--- src/sv/pnc_pkg.sv ---
// Shared types, constants and helper functions of the palette snap unit.
// Depends on nothing; pnc_dist, the top level and the testbench import it.
`timescale 1ns / 1ps

package pnc_pkg;

  localparam int DIST_W = 20;

  // Function codes of an input transaction.
  localparam logic [1:0] FUNC_LOAD = 2'd0;
  localparam logic [1:0] FUNC_SNAP = 2'd1;
  localparam logic [1:0] FUNC_GREY = 2'd2;

  // Configuration register indexes.
  localparam logic REG_PALETTE_COUNT = 1'b0;
  localparam logic REG_GREY_SPREAD   = 1'b1;

  localparam logic [7:0] GREY_SPREAD_RST = 8'd8;

  typedef struct packed {
    logic [1:0]  func;
    logic [7:0]  entry_index;
    logic [23:0] color;
  } pnc_in_t;

  typedef struct packed {
    logic [23:0] snapped_color;
    logic [7:0]  chosen_index;
    logic        from_palette;
  } pnc_out_t;

  // One scored palette entry leaving the distance stage.
  typedef struct packed {
    logic              valid;
    logic              neutral;
    logic [DIST_W-1:0] score;
    logic [23:0]       color;
  } pnc_cand_t;

  // Largest channel minus smallest channel.
  function automatic logic [7:0] spread_of(input logic [23:0] c);
    logic [7:0] r, g, b, hi, lo;
    r  = c[23:16];
    g  = c[15:8];
    b  = c[7:0];
    hi = (r > g) ? r : g;
    lo = (r < g) ? r : g;
    if (b > hi) hi = b;
    if (b < lo) lo = b;
    return hi - lo;
  endfunction

endpackage

--- src/sv/pnc_dist.sv ---
// Distance stage: squares the channel differences of one palette entry
// against the request, registers them and forms the weighted sum.
// Depends on pnc_pkg.
`timescale 1ns / 1ps

module pnc_dist
  import pnc_pkg::*;
#(
  parameter int IW = 8
) (
  input  logic          clk,
  input  logic          rst_n,
  input  logic          in_v,
  input  logic [IW-1:0] in_idx,
  input  logic [23:0]   req_color,
  input  logic [23:0]   entry_color,
  input  logic [7:0]    grey_spread,
  output pnc_cand_t     cand,
  output logic [IW-1:0] cand_idx
);

  logic          v_r;
  logic [IW-1:0] idx_r;
  logic [15:0]   sq_r_r, sq_g_r, sq_b_r;
  logic          neu_r;
  logic [23:0]   col_r;

  function automatic logic [15:0] sqdiff(input logic [7:0] a, input logic [7:0] b);
    logic [7:0] d;
    d = (a > b) ? (a - b) : (b - a);
    return 16'(d) * 16'(d);
  endfunction

  always_ff @(posedge clk) begin
    if (!rst_n) begin
      v_r <= 1'b0;
    end else begin
      v_r <= in_v;
    end
  end

  always_ff @(posedge clk) begin
    idx_r  <= in_idx;
    col_r  <= entry_color;
    neu_r  <= (spread_of(entry_color) <= grey_spread);
    sq_r_r <= sqdiff(req_color[23:16], entry_color[23:16]);
    sq_g_r <= sqdiff(req_color[15:8], entry_color[15:8]);
    sq_b_r <= sqdiff(req_color[7:0], entry_color[7:0]);
  end

  // Weights 3, 6 and 1 as shift-and-add.
  always_comb begin
    cand.valid   = v_r;
    cand.neutral = neu_r;
    cand.color   = col_r;
    cand.score   = DIST_W'(sq_r_r) + DIST_W'({sq_r_r, 1'b0})
                 + DIST_W'({sq_g_r, 2'b0}) + DIST_W'({sq_g_r, 1'b0})
                 + DIST_W'(sq_b_r);
  end
  assign cand_idx = idx_r;

endmodule

--- config.mk ---
export PLATFORM = sky130hd
export DESIGN_NAME = pnc_dist
export DESIGN_NICKNAME = d
export VERILOG_FILES = /design/src/sv/pnc_pkg.sv /design/src/sv/pnc_dist.sv
export SDC_FILE = /design/constraint.sdc
export NUM_CORES = 1
export LEC_CHECK = 0
export BUFFER_PORTS_ARGS = -buffer_cell sky130_fd_sc_hd__buf_2
export CORE_MARGIN = 5
export CORE_UTILIZATION = 56
export CTS_BUF_LIST = sky130_fd_sc_hd__clkbuf_8
export DETAILED_ROUTE_END_ITERATION = 12
export PLACE_DENSITY = 0.92
export SETUP_SLACK_MARGIN = 0.2
export SLEW_MARGIN = 5
export SYNTH_ARGS = -nofsm -noshare
export SYNTH_HDL_FRONTEND = slang
export SYNTH_SLANG_ARGS = --single-unit
--- constraint.sdc ---
create_clock -name clk -period 7.5 [get_ports clk]
set_clock_uncertainty 0.15 [all_clocks]
set_input_delay 0.75 -clock clk [delete_from_list [all_inputs] [get_ports clk]]
set_output_delay 0.75 -clock clk [all_outputs]
set_load 0.05 [all_outputs]
==> reports/summary.txt, run 1 <==
Final period util: 0.9478
clk root buf: clkbuf_8
clk slew on worst S/H paths: 0.11 ns
initial drt markers: 397
critical path arrival: 7.23 ns
synth top area cells: fa_1 22%, ha_1 22%, dfxtp_1 14%
Final Hold Viols: 0
total grt overflow: 0
critical path fanouts, max: 7
CP endpoint: sq_r_r[15]$_DFF_P_
synthesis-stage register bit count: 79
Setup CP Type: in2reg
EDFF count, synth: 0
FMAX: 140.7 MHz
GRT Total Usage: 0.2426
status: complete, no violations
area grow syn2layout: 12.07%
TritonCTS buffer count: 9
Post-synth ARST share: 0
Die ar.: 0.02261 mm2
drt first pass iters: 5
layout cells sized above 1: 0.1536
Multi-input gate area: 0.008712 mm2
DP HPWL: 22060 um
fillcell total: 1511
Final ANT Viol Nets: 0
Synth cell types: 70
Post-Syn Instances: 1199
final wirelength: 26330 um
hold crit path type: in2reg
Yosys Warn Count: 0
sequential area share after synthesis: 0.1433
initial antenna violation count: 0
first-pass GRT wire length: 43950 um
routed len/inst: 16.32 um
Worst Setup Start Kind: input port
worst path required time: 7.62 ns
CTS sink cnt: 79
Rel. slew slack: 0.3009
Syn Area/Cell: 9.202 um2
most numerous cell in the Yosys netlist: inv_1
Rows: 51
Starting Density: 0.5669
CTS tree: done
synthesized area: 0.01103 mm2
hold_buf cts: 0
CP Capture Type: flop
via count: 8930
n_diodes: 0
Min Hold Slack: 0.2878 ns
largest net degree at the start of global routing: 17
Slew @ Worst Pin: 1.019 ns
Chip Width: 150.4 um
H-tree levels: 3
I/O Buffers: 120
Die Y: 150.4 um
MaxCap Viol Count: 0
area share of the largest cell type after synthesis: 0.2250
min cycle time layout: 7.109 ns
Setup crit start: req_color[16]
top cells by count, synth: 195 x inv_1, 193 x ha_1, 124 x fa_1
Synth area leader: fa_1
RSZ-0062 raised after global routing: yes
Synth Flop Type: dfxtp_1
Core Area: 0.01946 mm2
clk buf depth: 2
Reg area: 0.001582 mm2
DR vias/cell: 5.536
Slew Viols, Final: 0
fin nets: 1727
number of global-route vias before repair: 9561
num ports: 121
final setup fails: 0
Routability Congestion: 0.8997
Residual DRC: 0
==> per-stage QoR <==
stage,setup TNS [ns],setup WS [ns],instances,util,instance area (um2)
global placement,0,0.1240,1597,0.6230,12130
detailed placement,-0.08094,-0.05397,1597,0.6230,12130
floorplan,0,0.2449,1202,-,11080
CTS,0,0.2345,1613,0.6337,12330
global route,0,0.1296,1613,0.6353,12360
finish,0,0.3913,1613,0.6353,12360
==> worst min path at each step <==
stage,from,cells after the start,slack (ns),endpoint
floorplan,in_idx[0],0,0.63,cand_idx[0]$_DFF_P_
global placement,in_idx[4],1,0.70,cand_idx[4]$_DFF_P_
detailed placement,in_idx[7],1,0.70,cand_idx[7]$_DFF_P_
CTS,in_idx[7],1,0.28,cand_idx[7]$_DFF_P_
global route,in_idx[5],1,0.27,cand_idx[5]$_DFF_P_
finish,in_idx[7],1,0.29,cand_idx[7]$_DFF_P_
==> layout by cell type (no fill, tap or decap), types with 4 or more instances in the layout <==
master	count
a21boi_0	5
a21o_1	28
a21oi_1	72
a31oi_1	4
and3_1	7
buf_2	120
buf_4	25
clkbuf_8	9
conb_1	4
dfxtp_1	79
fa_1	123
ha_1	191
inv_1	195
inv_6	4
mux2_2	9
mux2i_1	24
nand2_1	29
nand2b_1	10
nand3_1	20
nand4_1	6
nor2_1	123
nor2b_1	17
nor3_1	19
o21a_1	8
o21ai_0	26
o21ai_1	4
o21bai_1	14
or2_2	9
or3_1	12
xnor2_1	58
xor2_1	25
==> area by class of cell <==
class | count | share of cell area
Tap cell | 265 | 0.02682
Clock inverter | 7 | 0.006780
Clock buffer | 9 | 0.01002
Multi-Input combinational cell | 910 | 0.7046
Timing Repair Buffer | 145 | 0.06375
Sequential cell | 79 | 0.1279
Inverter | 198 | 0.06011
==> timing repair <==
action,4_1_cts,5_1_grt
setup endpoints to repair,0,7
buffers inserted,0,0
gates resized for setup,0,7
==> logic make-up after synthesis <==
logic type	share of synthesized area
buffers and inverters	0.07405
AO/OA/AOI/OAI	0.1170
other	0.0003399
flip-flops	0.1433
AND/OR/NAND/NOR	0.1183
multiplexers	0.03334
XOR/XNOR	0.06974
adder cells (fa/ha/maj)	0.4439
==> registers in the layout, summed over array words and instances (netlist names) <==
signal    count
v_r           1
sq_b_r       15
col_r        24
cand_idx      8
sq_r_r       15
sq_g_r       15
neu_r         1
==> metal layers <==
metal  global-route usage  part of all wire  vias up
met5                    0                 0        -
met1               0.2765              0.39     4314
met2               0.4349              0.51      299
met4               0.1162             0.045        0
li1                     -                 -     4230
met3              0.04666             0.053       87
==> worst max-delay path, stage by stage <==
cell      delay [ns]
buf_2           0.11
inv_1           0.05
ha_1            0.14
inv_1           0.06
fa_2            0.35
a21oi_2         0.18
nor3b_4         0.07
o31ai_4         0.29
mux2_4          0.35
or4b_4          0.52
a31oi_2         0.21
or3_1           0.17
and2_4          0.19
nor2_1          0.08
fa_1            0.57
inv_1           0.06
fa_1            0.56
fa_1            0.46
fa_1            0.57
inv_1           0.07
ha_4            0.26
o21a_1          0.18
o31a_1          0.12
o21a_1          0.19
o21ai_1         0.14
nand2b_1        0.10
a211o_1         0.28
xor2_1          0.16
Power of run 1 is left out: the tool's default activity adds up to more than one toggle a clock period on the data nets, which glitch-free logic cannot reach.
==> inputs of run 2 (changes only) <==
--- a/config.mk
+++ b/config.mk
@@ -6,8 +6,10 @@
 export NUM_CORES = 1
 export LEC_CHECK = 0
 export BUFFER_PORTS_ARGS = -buffer_cell sky130_fd_sc_hd__buf_2
+export CELL_PAD_IN_SITES_DETAIL_PLACEMENT = 1
+export CELL_PAD_IN_SITES_GLOBAL_PLACEMENT = 2
 export CORE_MARGIN = 5
-export CORE_UTILIZATION = 56
+export CORE_UTILIZATION = 35
 export CTS_BUF_LIST = sky130_fd_sc_hd__clkbuf_8
 export DETAILED_ROUTE_END_ITERATION = 12
 export PLACE_DENSITY = 0.92
==> run 2 against run 1 <==
Design area increased by 1.6%. Setup slack gained 0.15 ns. Non-clock buffer count rose by 10. Hold slack lost 0.0032 ns. First-iteration DRC count shrank 29%. Die area up 56%. Critical path depth stayed put. Maximum frequency increased by 2.2%. Core utilization shrank 23 points.
==> reports/summary.txt, run 2 (synthesis gave the netlist of run 1 again) <==
hold path depth: 1
Slew Viols, Final: 0
min cycle time layout: 6.956 ns
Die ar.: 0.03517 mm2
initial drt markers: 283
final setup fails: 0
WHS Endpoint: cand_idx[7]$_DFF_P_
drt first pass iters: 4
Worst Setup Start Kind: input port
CP Capture Type: flop
most frequent cells in the layout: 195 x inv_1, 191 x ha_1, 123 x nor2_1, 123 x fa_1, 120 x buf_2
Chip Width: 187.5 um
GRT Total Usage: 0.1645
num ports: 121
MaxCap Viol Count: 0
final wirelength: 28060 um
Min Hold Slack: 0.2846 ns
Rows: 65
clk slew on worst S/H paths: 0.11 ns
RSZ-0062 raised after global routing: no
layout cells sized above 1: 0.1568
Final ANT Viol Nets: 0
Core Area: 0.03131 mm2
status: complete, no violations
Rel. slew slack: 0.3619
TritonCTS buffer count: 9
FMAX: 143.8 MHz
number of cells upsized or downsized after cts: 0
HP Start: in_idx[7]
Routability Congestion: 0.8535
DP Area: 0.01237 mm2
Largest Register: col_r
post-CTS setup buffers: 0
max reg flops: 24
critical path arrival: 7.11 ns
fin nets: 1737
worst path required time: 7.65 ns
Core Util, Final: 0.4012
DP HPWL: 24970 um
via count: 8631
routed len/inst: 15.93 um
CTS tree: done
H-tree levels: 3
largest net degree at the start of global routing: 17
Final Hold Viols: 0
hold crit path type: in2reg
DR vias/cell: 4.901
clk root buf: clkbuf_8
most common cell after layout, fill and taps aside: inv_1
number of global-route vias before repair: 9879
area grow syn2layout: 13.87%
Starting Density: 0.3524
initial antenna violation count: 3
post-layout instance area: 0.01256 mm2
hold_buf cts: 0
clk buf depth: 2
Die Y: 187.5 um
total grt overflow: 0
CTS sink cnt: 79
first-pass GRT wire length: 47890 um
I/O Buffers: 120
fillcell total: 3701
critical path fanouts, max: 5
Residual DRC: 0
Slew @ Worst Pin: 0.9504 ns
Final period util: 0.9275
Setup CP Type: in2reg
total negative slack: 0 ns
[run 2: cell types whose count changed in the layout (fill, tap and decap cells not counted), sizes merged]
cell,delta
bufinv,-1
clkinv,+2
diode,+1
buf,+10
clkinvlp,-1
[run 2: area by class of cell]
type	instances	area, um2	area share
clock buffers	9	123.9	0.009860
clock inverters	7	62.56	0.004980
diodes	1	2.502	0.0001992
flip-flops and latches	79	1582	0.1259
inverters	198	743.2	0.05916
well taps	402	503.0	0.04004
repair buffers	155	863.3	0.06872
multi-input cells	910	8683	0.6912
[run 2: routing by layer]
| layer | share of wire | vias up | global-route usage |
|---|---|---|---|
| met5 | 0.00046 | - | 0 |
| met4 | 0.022 | 2 | 0.04771 |
| met3 | 0.039 | 30 | 0.03239 |
| met2 | 0.50 | 129 | 0.2973 |
| met1 | 0.44 | 4225 | 0.1982 |
| li1 | - | 4245 | - |
[run 2: how the worst max path moves through the flow]
| stage | start | endpoint | slack (ns) | depth (start not counted) |
|---|---|---|---|---|
| global route | req_color[0] | sq_b_r[13]$_DFF_P_ | 0.24 | 24 |
| floorplan | req_color[16] | sq_r_r[15]$_DFF_P_ | 0.24 | 28 |
| detailed placement | req_color[16] | sq_r_r[15]$_DFF_P_ | -0.02 | 28 |
| CTS | req_color[16] | sq_r_r[15]$_DFF_P_ | 0.46 | 28 |
| finish | req_color[16] | sq_r_r[15]$_DFF_P_ | 0.54 | 28 |
| global placement | req_color[16] | sq_r_r[15]$_DFF_P_ | 0.12 | 28 |
[run 2: through the flow]
stage	setup slack, ns	cells
final	0.5436	1761
after global routing	0.2436	1761
after CTS	0.4571	1760
after detailed placement	-0.01658	1744
after global placement	0.1245	1744
after floorplan	0.2449	1202
[run 2: critical path, stage by stage]
cell,delay [ns]
buf_2,0.11
inv_1,0.05
ha_1,0.13
inv_1,0.06
fa_2,0.36
a21oi_2,0.19
nor3b_4,0.07
o31ai_4,0.32
mux2_4,0.34
or4b_4,0.52
a31oi_1,0.22
or3_1,0.16
and2_4,0.16
nor2_1,0.08
fa_1,0.55
inv_1,0.06
fa_1,0.55
fa_1,0.44
fa_1,0.55
inv_1,0.07
ha_4,0.26
o21a_1,0.16
o31a_1,0.11
o21a_1,0.18
o21ai_0,0.14
nand2b_1,0.09
a211o_1,0.27
xor2_1,0.15
Power of run 2 is left out for the same reason.
==> inputs of run 3 (changes only) <==
==> constraint.sdc (replaced) <==
create_clock -name clk -period 5.7 [get_ports clk]
set_clock_uncertainty 0.15 [all_clocks]
set_input_delay 0.57 -clock clk [delete_from_list [all_inputs] [get_ports clk]]
set_output_delay 0.57 -clock clk [all_outputs]
set_load 0.05 [all_outputs]
==> run 3 against run 2 <==
The run now ends with negative setup slack left. Clock-buffer cell count unchanged. Die area did not move. Sequential share of layout area fell by 3.3 points. Via count rose by 27%. Flip-flop and latch count unchanged. Core utilization is 14 points higher.
==> reports/summary.txt, run 3 (synthesis gave the netlist of run 1 again) <==
Core Area: 0.03131 mm2
Residual DRC: 0
hold crit path type: in2reg
Final ANT Viol Nets: 0
violated checks: negative setup slack
clk slew on worst S/H paths: 0.11 ns
CTS tree: done
Die Y: 187.5 um
routed len/inst: 22.68 um
hold path depth: 1
largest net degree at the start of global routing: 19
MaxCap Viol Count: 0
max reg flops: 24
most frequent cells in the layout: 342 x buf_4, 163 x ha_1, 162 x inv_1
I/O Buffers: 120
Die ar.: 0.03517 mm2
status: complete, but fails checks
Min Hold Slack: 0.07894 ns
Worst Setup Start Kind: input port
CP Capture Type: flop
number of global-route vias before repair: 12286
critical path arrival: 6.86 ns
DR vias/cell: 5.229
final wirelength: 47710 um
Rows: 65
HP Start: in_idx[2]
Starting Density: 0.3524
num ports: 121
CTS sink cnt: 79
worst path required time: 5.87 ns
area grow syn2layout: 54.16%
drt first pass iters: 5
initial drt markers: 512
FMAX: 149.5 MHz
layout cells sized above 1: 0.4650
initial antenna violation count: 2
RSZ-0062 raised after global routing: yes
Setup CP Type: in2reg
Chip Width: 187.5 um
via count: 11001
clk buf depth: 2
final setup fails: 21
most common cell after layout, fill and taps aside: buf_4
Slew Viols, Final: 0
Largest Register: col_r
H-tree levels: 3
total grt overflow: 0
clk root buf: clkbuf_8
fin nets: 2080
WHS Endpoint: cand_idx[2]$_DFF_P_
Final period util: 1.173
DP HPWL: 29270 um
min cycle time layout: 6.688 ns
Routability Congestion: 0.8556
critical path fanouts, max: 6
Final Worst Setup Slack: -0.9879 ns
Final Hold Viols: 0
GRT Total Usage: 0.2237
Core Util, Final: 0.5432
first-pass GRT wire length: 63470 um
TritonCTS buffer count: 9
[run 3: cell types whose count changed in the layout (fill, tap and decap cells not counted), sizes merged]
cell,previous run,this run
buf,155,497
clkbuf,9,10
[run 3: per-layer routing]
metal,global-route usage,part of all wire
met1,0.2387,0.36
met2,0.4441,0.55
met3,0.03276,0.036
met4,0.07623,0.053
met5,0,0.00052
[run 3: critical path: stages]
cell and delay (ns):
buf_2 0.14, inv_1 0.08, ha_1 0.33, nand4_1 0.15
o32a_1 0.44, o31ai_4 0.10, buf_6 0.16, mux2i_4 0.24
or4b_4 0.53, a31oi_4 0.24, xnor2_4 0.20, nor2_4 0.07
fa_1 0.55, inv_1 0.06, fa_1 0.50, fa_1 0.44
fa_1 0.55, inv_2 0.08, ha_4 0.23, o21a_1 0.17
o31a_1 0.12, o21a_1 0.21, o21ai_2 0.15, nand2b_1 0.11
a211o_1 0.28, xor2_1 0.15
[run 3: final cells by class]
cell class	instances	area [um2]
clock inverters	7	83.83
fillers	3483	14300
well taps	402	503.0
inverters	198	790.8
diodes	1	2.502
clock buffers	9	123.9
repair buffers	498	3679
flip-flops and latches	79	1583
multi-input cells	910	10240
[run 3: how the worst max path moves through the flow]
stage	startpoint	endpoint	slack, ns	cells past startpoint
floorplan	req_color[16]	sq_r_r[15]$_DFF_P_	-1.22	28
global placement	req_color[16]	sq_r_r[15]$_DFF_P_	-1.32	29
detailed placement	req_color[16]	sq_r_r[15]$_DFF_P_	-1.60	29
CTS	req_color[16]	sq_r_r[15]$_DFF_P_	-0.69	29
global route	req_color[16]	sq_r_r[15]$_DFF_P_	-1.08	29
finish	req_color[17]	sq_r_r[15]$_DFF_P_	-0.99	26
[run 3: stage by stage]
step / setup slack, ns / TNS, ns / instance area, um2 / std cells
after floorplan: -1.225 / -7.272 / 11600 / 1202
after global placement: -1.321 / -16.82 / 14890 / 2011
after detailed placement: -1.604 / -22.35 / 14890 / 2011
after CTS: -0.6884 / -4.920 / 16090 / 2069
after global routing: -1.082 / -13.73 / 17010 / 2103
final: -0.9879 / -10.71 / 17010 / 2104
[run 3: timing repair]
| action | CTS | global route |
|---|---|---|
| pin swaps | 110 | 106 |
| buffers inserted | 42 | 34 |
| gates resized for setup | 146 | 140 |
| hold buffers | 0 | 0 |
| endpoints found under the setup margin | 28 | 35 |
Power of run 3 is left out for the same reason.
